File: src/hdl/modexp_pkg.sv
`timescale 1ns / 1ps
// Shared types for the modular exponentiation block.
// No dependencies.
package modexp_pkg;

    // Sequencer states of the top level
    typedef enum logic [2:0] {
        ST_IDLE,
        ST_RED,
        ST_BIT,
        ST_MUL,
        ST_SQR,
        ST_DONE
    } seq_state_t;

    // Status of the shared modular multiplier
    typedef struct packed {
        logic busy;
        logic done;
    } mm_status_t;

endpackage

File: src/hdl/modexp_mulmod.sv
`timescale 1ns / 1ps
// Bit-serial interleaved modular multiplier: (a * b) mod m, one bit of b per cycle.
// Depends on modexp_pkg.
module modexp_mulmod import modexp_pkg::*; #(
    parameter int WIDTH = 32
) (
    input  logic             aclk,
    input  logic             aresetn,
    input  logic             start,
    input  logic [WIDTH-1:0] op_a,
    input  logic [WIDTH-1:0] op_b,
    input  logic [WIDTH-1:0] modulus,
    output logic [WIDTH-1:0] result,
    output mm_status_t       status
);

    localparam int CW = (WIDTH > 1) ? $clog2(WIDTH) : 1;

    logic [WIDTH-1:0] acc_reg, acc_next;
    logic [WIDTH-1:0] a_reg, a_next;
    logic [WIDTH-1:0] b_reg, b_next;
    logic [CW-1:0]    cnt_reg, cnt_next;
    logic             busy_reg, busy_next;
    logic             done_reg, done_next;

    logic [WIDTH:0]   dbl_sum, add_sum;
    logic [WIDTH-1:0] dbl_red, add_red, addend;

    // acc = 2*acc mod m, then + (bit ? a : 0) mod m; both terms below m
    always_comb begin
        dbl_sum = {1'b0, acc_reg} + {1'b0, acc_reg};
        dbl_red = (dbl_sum >= {1'b0, modulus}) ? WIDTH'(dbl_sum - {1'b0, modulus})
                                               : dbl_sum[WIDTH-1:0];
        addend  = b_reg[WIDTH-1] ? a_reg : '0;
        add_sum = {1'b0, dbl_red} + {1'b0, addend};
        add_red = (add_sum >= {1'b0, modulus}) ? WIDTH'(add_sum - {1'b0, modulus})
                                               : add_sum[WIDTH-1:0];
    end

    always_comb begin
        acc_next  = acc_reg;
        a_next    = a_reg;
        b_next    = b_reg;
        cnt_next  = cnt_reg;
        busy_next = busy_reg;
        done_next = 1'b0;
        if (busy_reg) begin
            acc_next = add_red;
            b_next   = {b_reg[WIDTH-2:0], 1'b0};
            cnt_next = cnt_reg - 1'b1;
            if (cnt_reg == '0) begin
                busy_next = 1'b0;
                done_next = 1'b1;
            end
        end else if (start) begin
            acc_next  = '0;
            a_next    = op_a;
            b_next    = op_b;
            cnt_next  = CW'(WIDTH - 1);
            busy_next = 1'b1;
        end
    end

    always_ff @(posedge aclk) begin
        acc_reg <= acc_next;
        a_reg   <= a_next;
        b_reg   <= b_next;
        cnt_reg <= cnt_next;
        if (!aresetn) begin
            busy_reg <= 1'b0;
            done_reg <= 1'b0;
        end else begin
            busy_reg <= busy_next;
            done_reg <= done_next;
        end
    end

    assign result      = acc_reg;
    assign status.busy = busy_reg;
    assign status.done = done_reg;

endmodule

File: src/hdl/modular_exponentiation_top.sv
`timescale 1ns / 1ps
// Modular exponentiation, right-to-left square-and-multiply, one shared
// bit-serial modular multiplier, each product ending with its done pulse.
// Sequence: a reduction of the base, then per bit up to the top set one a decision
// step, a square and, for a set bit, a multiply.
// Requests: one at a time, the next taken the cycle after the result loads;
// a result not yet taken holds the load back.
// Reset: synchronous, active low; modulus returns to 1, no result pending.
module modular_exponentiation_top import modexp_pkg::*; #(
    parameter int WIDTH = 32
) (
    input  logic             aclk,
    input  logic             aresetn,
    // configuration: modulus
    input  logic             cfg_we,
    input  logic [WIDTH-1:0] cfg_wdata,
    // request channel
    input  logic             s_valid,
    output logic             s_ready,
    input  logic [WIDTH-1:0] s_base_value,
    input  logic [WIDTH-1:0] s_exponent,
    // result channel
    output logic             m_valid,
    input  logic             m_ready,
    output logic [WIDTH-1:0] m_power_result
);

    seq_state_t       state_reg, state_next;
    logic [WIDTH-1:0] modulus_reg;
    logic [WIDTH-1:0] base_reg, base_next;   // running base, squared each bit
    logic [WIDTH-1:0] exp_reg, exp_next;     // exponent, shifted right each bit
    logic [WIDTH-1:0] r_reg, r_next;         // running result
    logic [WIDTH-1:0] out_reg, out_next;     // output holding register
    logic             m_valid_reg, m_valid_next;

    // multiplier interface
    logic             mm_start;
    logic [WIDTH-1:0] mm_a, mm_b, mm_result;
    mm_status_t       mm_status;

    logic [WIDTH-1:0] one_mod;   // 1 mod m: 0 when the modulus is one
    logic             load_out;

    assign one_mod = (modulus_reg == WIDTH'(1)) ? '0 : WIDTH'(1);

    modexp_mulmod #(
        .WIDTH (WIDTH)
    ) u_mulmod (
        .aclk    (aclk),
        .aresetn (aresetn),
        .start   (mm_start),
        .op_a    (mm_a),
        .op_b    (mm_b),
        .modulus (modulus_reg),
        .result  (mm_result),
        .status  (mm_status)
    );

    // Sequencer
    always_comb begin
        state_next = state_reg;
        base_next  = base_reg;
        exp_next   = exp_reg;
        r_next     = r_reg;
        mm_start   = 1'b0;
        mm_a       = base_reg;
        mm_b       = base_reg;
        load_out   = 1'b0;
        s_ready    = 1'b0;
        case (state_reg)
            ST_IDLE: begin
                s_ready = 1'b1;
                if (s_valid) begin
                    exp_next = s_exponent;
                    if (modulus_reg == '0) begin
                        // no reduction defined: result is zero
                        r_next     = '0;
                        state_next = ST_DONE;
                    end else begin
                        // base mod m as (1 mod m) * base
                        mm_start   = 1'b1;
                        mm_a       = one_mod;
                        mm_b       = s_base_value;
                        state_next = ST_RED;
                    end
                end
            end
            ST_RED: begin
                if (mm_status.done) begin
                    base_next  = mm_result;
                    r_next     = one_mod;
                    state_next = ST_BIT;
                end
            end
            ST_BIT: begin
                // remaining bits all clear: result is final
                if (exp_reg == '0) begin
                    state_next = ST_DONE;
                end else if (exp_reg[0]) begin
                    mm_start   = 1'b1;
                    mm_a       = r_reg;
                    mm_b       = base_reg;
                    state_next = ST_MUL;
                end else begin
                    mm_start   = 1'b1;
                    state_next = ST_SQR;
                end
            end
            ST_MUL: begin
                if (mm_status.done) begin
                    r_next     = mm_result;
                    mm_start   = 1'b1;
                    state_next = ST_SQR;
                end
            end
            ST_SQR: begin
                if (mm_status.done) begin
                    base_next  = mm_result;
                    exp_next   = {1'b0, exp_reg[WIDTH-1:1]};
                    state_next = ST_BIT;
                end
            end
            ST_DONE: begin
                // wait for the output register to be free
                if (!m_valid_reg || m_ready) begin
                    load_out   = 1'b1;
                    state_next = ST_IDLE;
                end
            end
            default: begin
                state_next = ST_IDLE;
            end
        endcase
    end

    // Output register: holds the result until taken
    always_comb begin
        out_next     = out_reg;
        m_valid_next = m_valid_reg && !m_ready;
        if (load_out) begin
            out_next     = r_reg;
            m_valid_next = 1'b1;
        end
    end

    always_ff @(posedge aclk) begin
        base_reg <= base_next;
        exp_reg  <= exp_next;
        r_reg    <= r_next;
        out_reg  <= out_next;
        if (!aresetn) begin
            state_reg   <= ST_IDLE;
            m_valid_reg <= 1'b0;
            modulus_reg <= WIDTH'(1);
        end else begin
            state_reg   <= state_next;
            m_valid_reg <= m_valid_next;
            if (cfg_we) begin
                modulus_reg <= cfg_wdata;
            end
        end
    end

    assign m_valid        = m_valid_reg;
    assign m_power_result = out_reg;

endmodule
File: config.mk
export PLATFORM = sky130hd
export DESIGN_NAME = modular_exponentiation_top
export DESIGN_NICKNAME = d
export VERILOG_FILES = /design/src/hdl/modexp_pkg.sv /design/src/hdl/modexp_mulmod.sv /design/src/hdl/modular_exponentiation_top.sv
export SDC_FILE = /design/constraint.sdc
export NUM_CORES = 1
export LEC_CHECK = 0
export BUFFER_PORTS_ARGS = -buffer_cell sky130_fd_sc_hd__buf_2
export CAP_MARGIN = 10
export CORE_UTILIZATION = 50
export DETAILED_ROUTE_END_ITERATION = 16
export PLACE_DENSITY_LB_ADDON = 0.15
export SYNTH_ARGS = -nofsm -noshare
export SYNTH_HDL_FRONTEND = slang
export SYNTH_SLANG_ARGS = --single-unit
export TNS_END_PERCENT = 10
File: constraint.sdc
create_clock -name aclk -period 20.7 [get_ports aclk]
set_clock_uncertainty 0.15 [all_clocks]
set_input_delay 3.105 -clock aclk [delete_from_list [all_inputs] [get_ports aclk]]
set_output_delay 3.105 -clock aclk [all_outputs]
set_load 0.05 [all_outputs]
* After elaboration in Yosys (flattened, before gate mapping) *
Index checks and enable logic that the tools add are counted.

word-level totals
  bits in registers = 267
  output and inout port bits = 34
  bits of input ports = 101

operators by class
  mux-type cells = 47
  add/sub/neg operators = 5
  bitwise gates (word level) = 1
  order comparisons = 2
  reductions and logical operators = 18
  equal/unequal tests = 13

operators with widths
  operator             number
  $mux 32              20
  $pmux 32 s2          2
  $pmux 32 s3          1
  $add 32x32->33       2
  $ge 33x32->1         2
  $logic_not 32->1     2
  $sub 32x32->32       2
  $eq 32x1->1 const B  1
  $mux 3               7
  $pmux 3 s5           1
  $mux 1               13
  $mux 5               2
  $ne 2x1->1 const B   4
  $eq 3x2->1 const B   2
  $eq 3x3->1 const B   2
  $ne 2x2->1 const B   3
  $reduce_and 2->1     3
  $logic_not 5->1      1
  $reduce_and 5->1     1
  $sub 5x1->5 const B  1
  $reduce_and 4->1     1
  $reduce_bool 2->1    2
  $eq 3x1->1 const B   1
  $logic_not 3->1      1
  other kinds (8)      9

* Longest topological paths before layout *
Gate-level depths: netlist of the first run.

  word-level depth = 7
  depth in mapped cells = 31
  depth with buffers taken out = 28

* Modules after synthesis *
A second synthesis of the first run with hierarchy kept.

second synthesis, totals
  cells, all modules = 1582
  area total of the unflattened synthesis = 16946.3 um2

by module, submodules not included
  module                      area an instance (um2)  sequential area each (um2)  times used  cells an instance
  modexp_mulmod               9570.4                  3062.9                      1           1051
  modular_exponentiation_top  7375.8                  4564.4                      1           531

* Worst setup path before layout of the first run *
Ideal clock, no wire load.

  path kind = reg-to-reg
  from = register u_mulmod.acc_reg[16] (netlist: u_mulmod.result[16])
  to = register u_mulmod.acc_reg[12] (netlist: u_mulmod.result[12]), data pin
  arrival time = 6234 ps
  setup time = 266 ps
  buffers on the path = 4
  cell stages (with the launch flop) = 29
  slack = 14050 ps
  cell sequence = edfxtp_1 > ha_1 > buf_2 > a21o_1 > a211o_1 > o221ai_2 > a21oi_1 > o32ai_2 > o21ai_2 > buf_4 > mux2_1 > ha_1 > clkbuf_1 > and2_1 > and4_1 > o221ai_1 > and2_1 > a22oi_1 > xnor2_1 > ha_1 > and4_1 > a211o_1 > a22o_1 > a2bb2oi_1 > a31oi_1 > a211oi_4 > buf_6 > mux2i_1 > nor2_1

on the way
  word-level cells in the longest chain between the ends = 7
  elaborated cells on any way between the ends = 9

ends and longest elaborated chain
  item                                                   line                 RTL
  from (decl)                                            modexp_mulmod.sv:19  logic [WIDTH-1:0] acc_reg, acc_next;
  from (signal assigned)                                 modexp_mulmod.sv:65  acc_reg <= acc_next;
  $add 32x32->33 *                                       modexp_mulmod.sv:31  dbl_sum = {1'b0, acc_reg} + {1'b0, acc_reg};
  $ge 33x32->1 / $sub 32x32->32 (equally long branches)  modexp_mulmod.sv:32  dbl_red = (dbl_sum >= {1'b0, modulus}) ? WIDTH'(dbl_sum - {1'b0, modulus})
  $mux 32 *                                              modexp_mulmod.sv:32
  $add 32x32->33 *                                       modexp_mulmod.sv:35  add_sum = {1'b0, dbl_red} + {1'b0, addend};
  $sub 32x32->32 / $ge 33x32->1 (equally long branches)  modexp_mulmod.sv:36  add_red = (add_sum >= {1'b0, modulus}) ? WIDTH'(add_sum - {1'b0, modulus})
  $mux 32 *                                              modexp_mulmod.sv:36
  $mux 32 *                                              modexp_mulmod.sv:47  if (busy_reg) begin

Every way passes the cells marked *; elsewhere a longest branch is shown, timed or not.
A chain may end at the register's enable or synchronous reset.

* Final worst setup path of the first run *
  from = register modulus_reg[2]
  to = register u_mulmod.acc_reg[7] (netlist: u_mulmod.result[7]), data pin

on the way
  word-level cells in the longest chain between the ends = 6
  elaborated cells on any way between the ends = 8

ends and longest elaborated chain
  item                                                   line                               RTL
  from (decl)                                            modular_exponentiation_top.sv:29   logic [WIDTH-1:0] modulus_reg;
  from (signal assigned)                                 modular_exponentiation_top.sv:159  modulus_reg <= cfg_wdata;
  $sub 32x32->32 / $ge 33x32->1 (equally long branches)  modexp_mulmod.sv:32
  $mux 32                                                modexp_mulmod.sv:32
  $add 32x32->33                                         modexp_mulmod.sv:35
  $sub 32x32->32 / $ge 33x32->1 (equally long branches)  modexp_mulmod.sv:36
  $mux 32 *                                              modexp_mulmod.sv:36
  $mux 32 *                                              modexp_mulmod.sv:47

Marked as above.

==> flow_summary_export.csv, run 1 <==
group,metric,value,unit
status,status,"completed",
floorplanning,die_area,34080,µm²
clock_tree,post_cts_buffers,0,
logic_synthesis,syn_avg_cell_area,10.41,µm²
sta,hold_violations,0,
flow_run,maxCapViolCount,0,
routing,ant_nets,0,
clock_tree,cts.sinks,267,
sta,min_period,8.698,ns
logic_synthesis,ys_ff_latch,267,
logic_synthesis,ys_seq_area_share,45.75,%
placement,gp_congestion,0.9427,
routing,drtIter0Drc,923,
final_layout,drive_above_1_share,15.59,%
floorplanning,die_h,184.6,µm
sta,tightest_slew,1.032,ns
placement,numPortBuffers,134,
routing,vias,12917,
global_routing,grt_pass1_vias,12199,
floorplanning,core,32700,µm²
placement,post-place-ws,12.19,ns
logic_synthesis,synth-edff-count,228,
clock_tree,clock_latency,0.58,ns
critical_path,critPathMaxFanout,52,
clock_tree,h-tree-depth,1,
logic_synthesis,ys_types,79,
critical_path,worstPathArrival,8.85,ns
sta,setup_tns,0,ns
logic_synthesis,synth_ff_type,"edfxtp_1",
final_layout,n_antenna_cell,0,
routing,firstDrtPassIters,5,
floorplanning,num_rows,66,
critical_path,crit_path_frequent_cell,"ha_1",
global_routing,grt_pass1_wl,67730,µm
global_routing,antenna_found_initial,0,
global_routing,grt_max_degree,53,
critical_path,path_class,"reg2reg",
final_layout,mostFrequentLayoutCells,"edfxtp_1 (228), nor2_1 (135), buf_2 (134)",
sta,setup_viol,0,
floorplanning,io_pins,135,
global_routing,grtUsageTotal,25.80,%
global_routing,grt-ovfl-total,0,
critical_path,critPathLaunchType,"register",
routing,wl_per_cell,19.92,µm
routing,viasPerCell,5.906,
critical_path,cpMaxStageDelayCell,"dfxtp_1",
clock_tree,cts_tree,"yes",
clock_tree,cts_buffers,31,
final_layout,final_common_cell,"edfxtp_1",
logic_synthesis,synth_cells,1602,
logic_synthesis,yosysWarnings,0,
placement,dpl.hpwl,33000,µm
clock_tree,clkSlewWorstSetupHoldPaths,0.06,ns
final_layout,area_growth,13.34,%
critical_path,critPathRequiredTime,20.85,ns
logic_synthesis,syn_nets,1803,
sta,period_share,42.02,%
sta,slew_headroom,31.22,%
routing,drt_wl_total,43560,µm
routing,drc,0,
critical_path,end_kind,"register",
floorplanning,start_util,50.98,%
clock_tree,postCtsHoldBufs,0,
sta,rsz0062_at_grt,"no",
clock_tree,cts_root_buffer,"clkbuf_16",
logic_synthesis,netlist_area,16670,µm²
final_layout,fin_util,57.78,%
clock_tree,clockBufferDepth,3,
final_layout,fin_nets,1921,
sta,finalMaxSlewViolations,0,
floorplanning,die_w,184.6,µm
worst_hold_path,hp-class,"reg2reg",
sta,fin_ws,12.00,ns
logic_synthesis,synthArstFlopShare,0,%
clock_tree,cts_resized,0,
sta,max_freq,115.0,MHz
critical_path,cp_slowest_stage_delay,0.51,ns
## synth_stat cells (5+ instances only)
library cell | number | share of area [%]
a22o_1 | 32 | 1.7
mux2_1 | 7 | 0.47
nand4_1 | 19 | 0.71
mux2i_1 | 87 | 5.2
o211ai_1 | 16 | 0.72
o21a_1 | 21 | 0.95
xor2_1 | 31 | 1.6
clkbuf_1 | 43 | 0.97
and4_1 | 10 | 0.53
a211oi_1 | 22 | 0.99
edfxtp_1 | 228 | 41
o31ai_1 | 7 | 0.32
and2_1 | 75 | 2.8
dfxtp_1 | 39 | 4.7
nor2_1 | 137 | 3.1
a31o_2 | 7 | 0.37
ha_1 | 97 | 7.3
a31oi_1 | 12 | 0.45
o2111ai_1 | 5 | 0.26
nor3_1 | 31 | 0.93
a21o_1 | 33 | 1.5
nand2_1 | 99 | 2.2
nor2b_1 | 9 | 0.34
inv_1 | 68 | 1.5
or3_1 | 8 | 0.30
nor3b_1 | 6 | 0.27
xnor2_1 | 44 | 2.3
o22ai_1 | 6 | 0.23
a211o_1 | 7 | 0.37
nand3_1 | 37 | 1.1
mux2_2 | 34 | 2.3
nand2b_1 | 16 | 0.60
o21ai_0 | 67 | 2.0
buf_2 | 15 | 0.45
or2_2 | 6 | 0.23
a21boi_0 | 6 | 0.27
nor4_1 | 19 | 0.71
a21oi_1 | 99 | 3.0
and3_1 | 10 | 0.38
o21bai_1 | 10 | 0.45
## worst paths after layout
kind / startpoint / slack, ns / cells past startpoint / to
worst max-delay path: modulus_reg[2] / 12.00 / 29 / u_mulmod.result[7]
worst min-delay path: r_reg[30] / 0.30 / 0 / m_power_result[30]
worst max register to register: modulus_reg[2] / 12.00 / 29 / u_mulmod.result[7]
worst min register to register: r_reg[30] / 0.30 / 0 / m_power_result[30]
## cell type report
cell class / count / area [µm²]
flip-flops and latches: 267 / 7627
fillers: 2894 / 13810
inverters: 70 / 262.8
well taps: 442 / 553.0
repair buffers: 151 / 798.3
multi-input cells: 1199 / 8519
clock inverters: 21 / 307.8
clock buffers: 37 / 825.8
## cell families (layout without fill, tap and decap cells)
family | after synthesis | count (layout) | synth area share, %
buffers and inverters | 136 | 279 | 3.355
and+or+nand+nor | 493 | 493 | 14.77
DFF | 267 | 267 | 45.75
xor gates and xnor gates | 75 | 75 | 3.940
AOI/OAI and AO/OA | 403 | 403 | 16.55
adders and majority gates | 100 | 100 | 7.640
muxes | 128 | 128 | 7.993
## routing by layer
metal | share of wire [%] | wire length, µm | track usage, % | up-vias
li1 | - | - | - | 6263
met4 | 3.1 | 1366 | 7.900 | 0
met1 | 50 | 21920 | 40.67 | 6105
met5 | 0 | 0 | 0 | -
met3 | 7.7 | 3336 | 3.774 | 55
met2 | 39 | 16940 | 35.76 | 494
## critical path, delay by kind of cell (launching register included)
| kind | cells | cell delay (ns) |
|---|---|---|
| multiplexers | 1 | 0.25 |
| flip-flops | 1 | 0.51 |
| XOR/XNOR | 1 | 0.19 |
| buffers and inverters | 4 | 1.13 |
| AO/OA/AOI/OAI | 14 | 3.78 |
| adder cells (fa/ha/maj) | 4 | 1.48 |
| AND/OR/NAND/NOR | 5 | 0.90 |
## metrics by stage
step                cell area, µm²  instances  hold WS, ns
floorplan                    16670       1602       0.2773
global placement             17760       2129       0.2860
detailed placement           17760       2129       0.2874
CTS                          18890       2187       0.3021
global route                 18890       2187       0.3047
finish                       18890       2187       0.3044
Power of run 1 is left out: the tool's default activity adds up to more than one toggle a clock period on the data nets, which glitch-free logic cannot reach.
==> run 2: changes to the inputs <==
clock period = 7.8 ns   (was 20.7 ns; I/O delays follow)
==> flow_summary_export.csv, run 2 (synthesis gave the netlist of run 1 again) <==
group,metric,value,unit
worst_hold_path,min_from,"r_reg[15]",
sta,setup_viol,0,
clock_tree,cts.sinks,267,
flow_run,maxCapViolCount,0,
sta,min_period,7.546,ns
floorplanning,num_rows,66,
global_routing,grt-ovfl-total,0,
clock_tree,clock_latency,0.56,ns
critical_path,critPathMaxFanout,12,
worst_hold_path,hp-class,"reg2reg",
routing,vias,13281,
clock_tree,cts_buffers,30,
global_routing,grt_pass1_vias,12585,
clock_tree,clockBufferDepth,3,
final_layout,fin_util,59.65,%
routing,viasPerCell,5.828,
final_layout,drive_above_1_share,20.09,%
worst_hold_path,min_path_cells,0,
floorplanning,die_w,184.6,µm
global_routing,grtUsageTotal,26.01,%
critical_path,critPathLaunchType,"register",
routing,ant_nets,0,
critical_path,cp_slowest_stage_delay,0.49,ns
sta,slew_headroom,32.72,%
global_routing,antenna_found_initial,0,
critical_path,cpMaxStageDelayCell,"edfxtp_1",
sta,max_freq,132.5,MHz
clock_tree,cts_tree,"yes",
sta,setup_tns,0,ns
critical_path,critPathRequiredTime,7.94,ns
placement,numPortBuffers,134,
sta,hold_violations,0,
sta,rsz0062_at_grt,"yes",
floorplanning,die_area,34080,µm²
routing,drtIter0Drc,1059,
status,status,"completed",
clock_tree,h-tree-depth,1,
clock_tree,clkSlewWorstSetupHoldPaths,0.06,ns
critical_path,worstPathArrival,7.69,ns
floorplanning,core,32700,µm²
critical_path,end_kind,"register",
final_layout,n_antenna_cell,0,
final_layout,area_growth,17.01,%
sta,tightest_slew,1.009,ns
placement,dpl.hpwl,34300,µm
final_layout,mostFrequentLayoutCells,"edfxtp_1 (228), nor2_1 (135), buf_2 (134)",
sta,finalMaxSlewViolations,0,
routing,drt_wl_total,44830,µm
final_layout,fin_nets,2014,
global_routing,grt_max_degree,46,
floorplanning,io_pins,135,
critical_path,crit_path_frequent_cell,"buf_4",
clock_tree,postCtsHoldBufs,0,
final_layout,final_common_cell,"edfxtp_1",
critical_path,startpoint,"u_mulmod.result[24]",
placement,gp_congestion,1.031,
final_layout,fillCellCount,2840,
clock_tree,cts_root_buffer,"clkbuf_16",
routing,wl_per_cell,19.67,µm
critical_path,path_class,"reg2reg",
floorplanning,start_util,50.98,%
global_routing,grt_pass1_wl,68480,µm
critical_path,r2r-start,"u_mulmod.result[24]",
critical_path,worstRegToRegCells,31,
floorplanning,die_h,184.6,µm
routing,firstDrtPassIters,5,
routing,drc,0,
sta,period_share,96.75,%
[run 2: cell types whose count changed in the layout (fill, tap and decap cells not counted), sizes merged]
cell,before,now
inv,74,70
clkinv,10,19
buf,151,244
clkinvlp,0,3
bufinv,7,1
o21ai,71,72
clkbuf,37,33
[run 2: final timing paths]
| kind | endpoint | slack, ns |
|---|---|---|
| setup / recovery | u_mulmod.result[4] | 0.25 |
| hold / removal | m_power_result[15] | 0.30 |
| setup reg to reg | u_mulmod.result[4] | 0.25 |
| hold reg to reg | m_power_result[15] | 0.30 |
[run 2: area by class of cell]
type | instances | area (µm²) | area share [%]
timing repair buffer | 244 | 1534 | 7.864
clock buffer | 33 | 783.3 | 4.015
multi-input combinational | 1200 | 8594 | 44.06
clock inverter | 23 | 151.4 | 0.7761
tap | 442 | 553.0 | 2.835
sequential | 267 | 7627 | 39.10
inverter | 70 | 262.8 | 1.347
[run 2: critical path, delay by kind of cell, from the launching register on]
family	cells	cell delay (ns)
multiplexers	2	0.54
buffers and inverters	7	1.23
AND/OR/NAND/NOR	4	0.84
AO/OA/AOI/OAI	15	3.04
flip-flops	1	0.49
adder cells (fa/ha/maj)	3	0.99
[run 2: repair_timing]
| action | 4_1_cts | 5_1_grt |
|---|---|---|
| endpoints found under the setup margin | 0 | 32 |
| setup buffers | 0 | 8 |
| gates resized for setup | 0 | 15 |
[run 2: stage by stage]
| stage | setup WS [ns] | cells | hold slack (ns) | cell area (µm²) |
|---|---|---|---|---|
| after floorplan | 1.150 | 1602 | 0.2773 | 16670 |
| after global placement | 0.2266 | 2214 | 0.2852 | 18420 |
| after detailed placement | 0.1212 | 2214 | 0.2852 | 18420 |
| after CTS | 0.06628 | 2270 | 0.3013 | 19360 |
| after global routing | -0.01267 | 2279 | 0.3155 | 19510 |
| final | 0.2538 | 2279 | 0.3014 | 19510 |
[run 2: routing by layer]
| metal | track usage (%) | vias to the layer above | part of all wire, % | wire (µm) |
|---|---|---|---|---|
| met3 | 2.707 | 69 | 6.0 | 2678 |
| li1 | - | 6434 | - | - |
| met1 | 40.19 | 6333 | 50 | 22350 |
| met5 | 0 | - | 0 | 0 |
| met2 | 38.17 | 445 | 42 | 18610 |
| met4 | 7.300 | 0 | 2.7 | 1194 |
Power of run 2 is left out for the same reason.
==> run 3: changes to the inputs <==
ABC_AREA = 1   (was not set)
==> flow_summary_export.csv, run 3 <==
group,metric,value,unit
status,status,"completed",
worst_hold_path,hp-class,"reg2reg",
sta,finalMaxSlewViolations,0,
sta,rsz0062_at_grt,"no",
final_layout,fillCellCount,3502,
critical_path,r2r-start,"u_mulmod.result[3]",
critical_path,critPathLaunchType,"register",
critical_path,crit_path_frequent_cell,"nand2_1",
logic_synthesis,synth_area_leaders,"edfxtp_1 (37%), nand2_1 (20%), inv_1 (8.8%)",
routing,drt_wl_total,63320,µm
sta,hold_violations,0,
critical_path,end_kind,"register",
final_layout,area_growth,11.65,%
clock_tree,cts_root_buffer,"clkbuf_16",
critical_path,regToRegSetupSlack,0.53,ns
critical_path,critPathMaxFanout,52,
worst_hold_path,min_from,"r_reg[22]",
logic_synthesis,syn_avg_cell_area,7.036,µm²
floorplanning,die_area,38220,µm²
clock_tree,cts_resized,0,
routing,wl_per_cell,19.32,µm
final_layout,regArea,7629,µm²
placement,dpl.hpwl,50970,µm
logic_synthesis,yosysMostFrequentCell,"nand2_1",
global_routing,antenna_found_initial,0,
worst_hold_path,min_path_cells,0,
final_layout,mostFrequentLayoutCells,"nand2_1 (981), inv_1 (437), nor2_1 (254)",
clock_tree,cts_tree,"yes",
logic_synthesis,ys_seq_area_share,40.74,%
global_routing,grt_max_degree,68,
logic_synthesis,synth_area_leader_cell,"edfxtp_1",
global_routing,grtUsageTotal,33.42,%
sta,setup_tns,0,ns
routing,drc,0,
worst_hold_path,holdPathEnd,"m_power_result[22]",
placement,numPortBuffers,134,
sta,setup_viol,0,
final_layout,final_common_cell,"nand2_1",
sta,period_share,93.24,%
floorplanning,die_w,195.5,µm
clock_tree,clkSlewWorstSetupHoldPaths,0.06,ns
clock_tree,clockBufferDepth,3,
sta,tightest_slew,1.097,ns
floorplanning,num_rows,70,
logic_synthesis,synth-edff-count,228,
logic_synthesis,synth_top_area_share,36.57,%
critical_path,startpoint,"u_mulmod.result[3]",
sta,min_period,7.273,ns
logic_synthesis,yosysWarnings,0,
critical_path,path_delay_family,"simple AND/OR/NAND/NOR gates",
clock_tree,post_cts_buffers,0,
global_routing,grt-ovfl-total,0,
floorplanning,core,36700,µm²
placement,gp_congestion,1.100,
clock_tree,cts.sinks,267,
critical_path,worstPathArrival,7.46,ns
final_layout,drive_above_1_share,8.470,%
floorplanning,start_util,51.02,%
critical_path,critPathRequiredTime,7.99,ns
critical_path,path_class,"reg2reg",
logic_synthesis,ys_ff_latch,267,
critical_path,worstRegToRegCells,36,
critical_path,worst-path-buf-inv,7,
logic_synthesis,syn_nets,2862,
global_routing,grt_pass1_wl,97310,µm
final_layout,fin_util,56.96,%
routing,drtIter0Drc,1842,
clock_tree,postCtsHoldBufs,0,
routing,vias,17746,
logic_synthesis,synth_cells,2661,
routing,ant_nets,0,
global_routing,grt_pass1_vias,17155,
final_layout,multi_input_comb_area,9164,µm²
clock_tree,clock_latency,0.58,ns
final_layout,n_antenna_cell,0,
routing,firstDrtPassIters,6,
logic_synthesis,synth_ff_type,"edfxtp_1",
clock_tree,cts_buffers,30,
final_layout,fin_nets,2987,
logic_synthesis,synthArstFlopShare,0,%
critical_path,r2r_end,"u_mulmod.result[2]",
logic_synthesis,netlist_area,18720,µm²
critical_path,cpMaxStageDelayCell,"edfxtp_1",
floorplanning,io_pins,135,
flow_run,maxCapViolCount,0,
routing,viasPerCell,5.414,
logic_synthesis,ys_types,46,
logic_synthesis,synth_commonest_cells,"nand2_1 (981), inv_1 (438), nor2_1 (256), edfxtp_1 (228), nand3_1 (127)",
sta,slew_headroom,26.68,%
sta,max_freq,137.5,MHz
critical_path,cp_slowest_stage_delay,0.51,ns
clock_tree,h-tree-depth,1,
floorplanning,die_h,195.5,µm
## run 3: logic make-up after synthesis
logic type | after synthesis | synth area share, %
AND/OR/NAND/NOR | 1467 | 31.85
buffers and inverters | 504 | 10.49
AO/OA/AOI/OAI | 275 | 7.859
flip-flops | 267 | 40.74
adder cells (fa/ha/maj) | 100 | 6.803
XOR/XNOR | 47 | 2.199
multiplexers | 1 | 0.06014
## run 3: metal layers
layer | share of wire, % | track usage, % | vias to the layer above
li1 | - | - | 8689
met1 | 45 | 47.49 | 8229
met2 | 44 | 53.07 | 727
met3 | 7.7 | 4.301 | 101
met4 | 3.3 | 10.09 | 0
met5 | 0 | 0 | -
## run 3: worst reg2reg max path, delay by kind of cell, from the launching register on
family,cells,cell delay [ns]
buf+inv,7,0.82
fa+ha+maj,3,1.09
flops,1,0.51
simple gates,24,3.80
xor+xnor,1,0.33
compound gates,1,0.31
## run 3: stage by stage
stage	instances	setup slack [ns]	hold WS, ns	instance area, µm²
global placement	3222	0.7965	0.2842	19880
CTS	3278	0.6970	0.3003	20900
detailed placement	3222	0.7223	0.2848	19880
global route	3278	0.1531	0.3064	20900
floorplan	2661	2.863	0.2763	18720
finish	3278	0.5269	0.2960	20900
## run 3: how the worst max path moves through the flow
stage,end,slack (ns),cells after the start
6_report,u_mulmod.result[2],0.53,36
5_1_grt,u_mulmod.result[14],0.15,34
4_1_cts,u_mulmod.result[16],0.70,36
3_5_place_dp,u_mulmod.result[16],0.72,36
3_3_place_gp,u_mulmod.result[8],0.80,36
2_1_floorplan,u_mulmod.result[14],2.86,36
## run 3: layout make-up
cell class              instances  share of cell area (%)
clock buffers                  37                   3.765
clock inverters                19                   1.119
inverters                     444                   7.973
multi-input cells            1890                   43.84
flip-flops and latches        267                   36.49
well taps                     468                   2.801
repair buffers                153                   4.010
Power of run 3 is left out for the same reason.
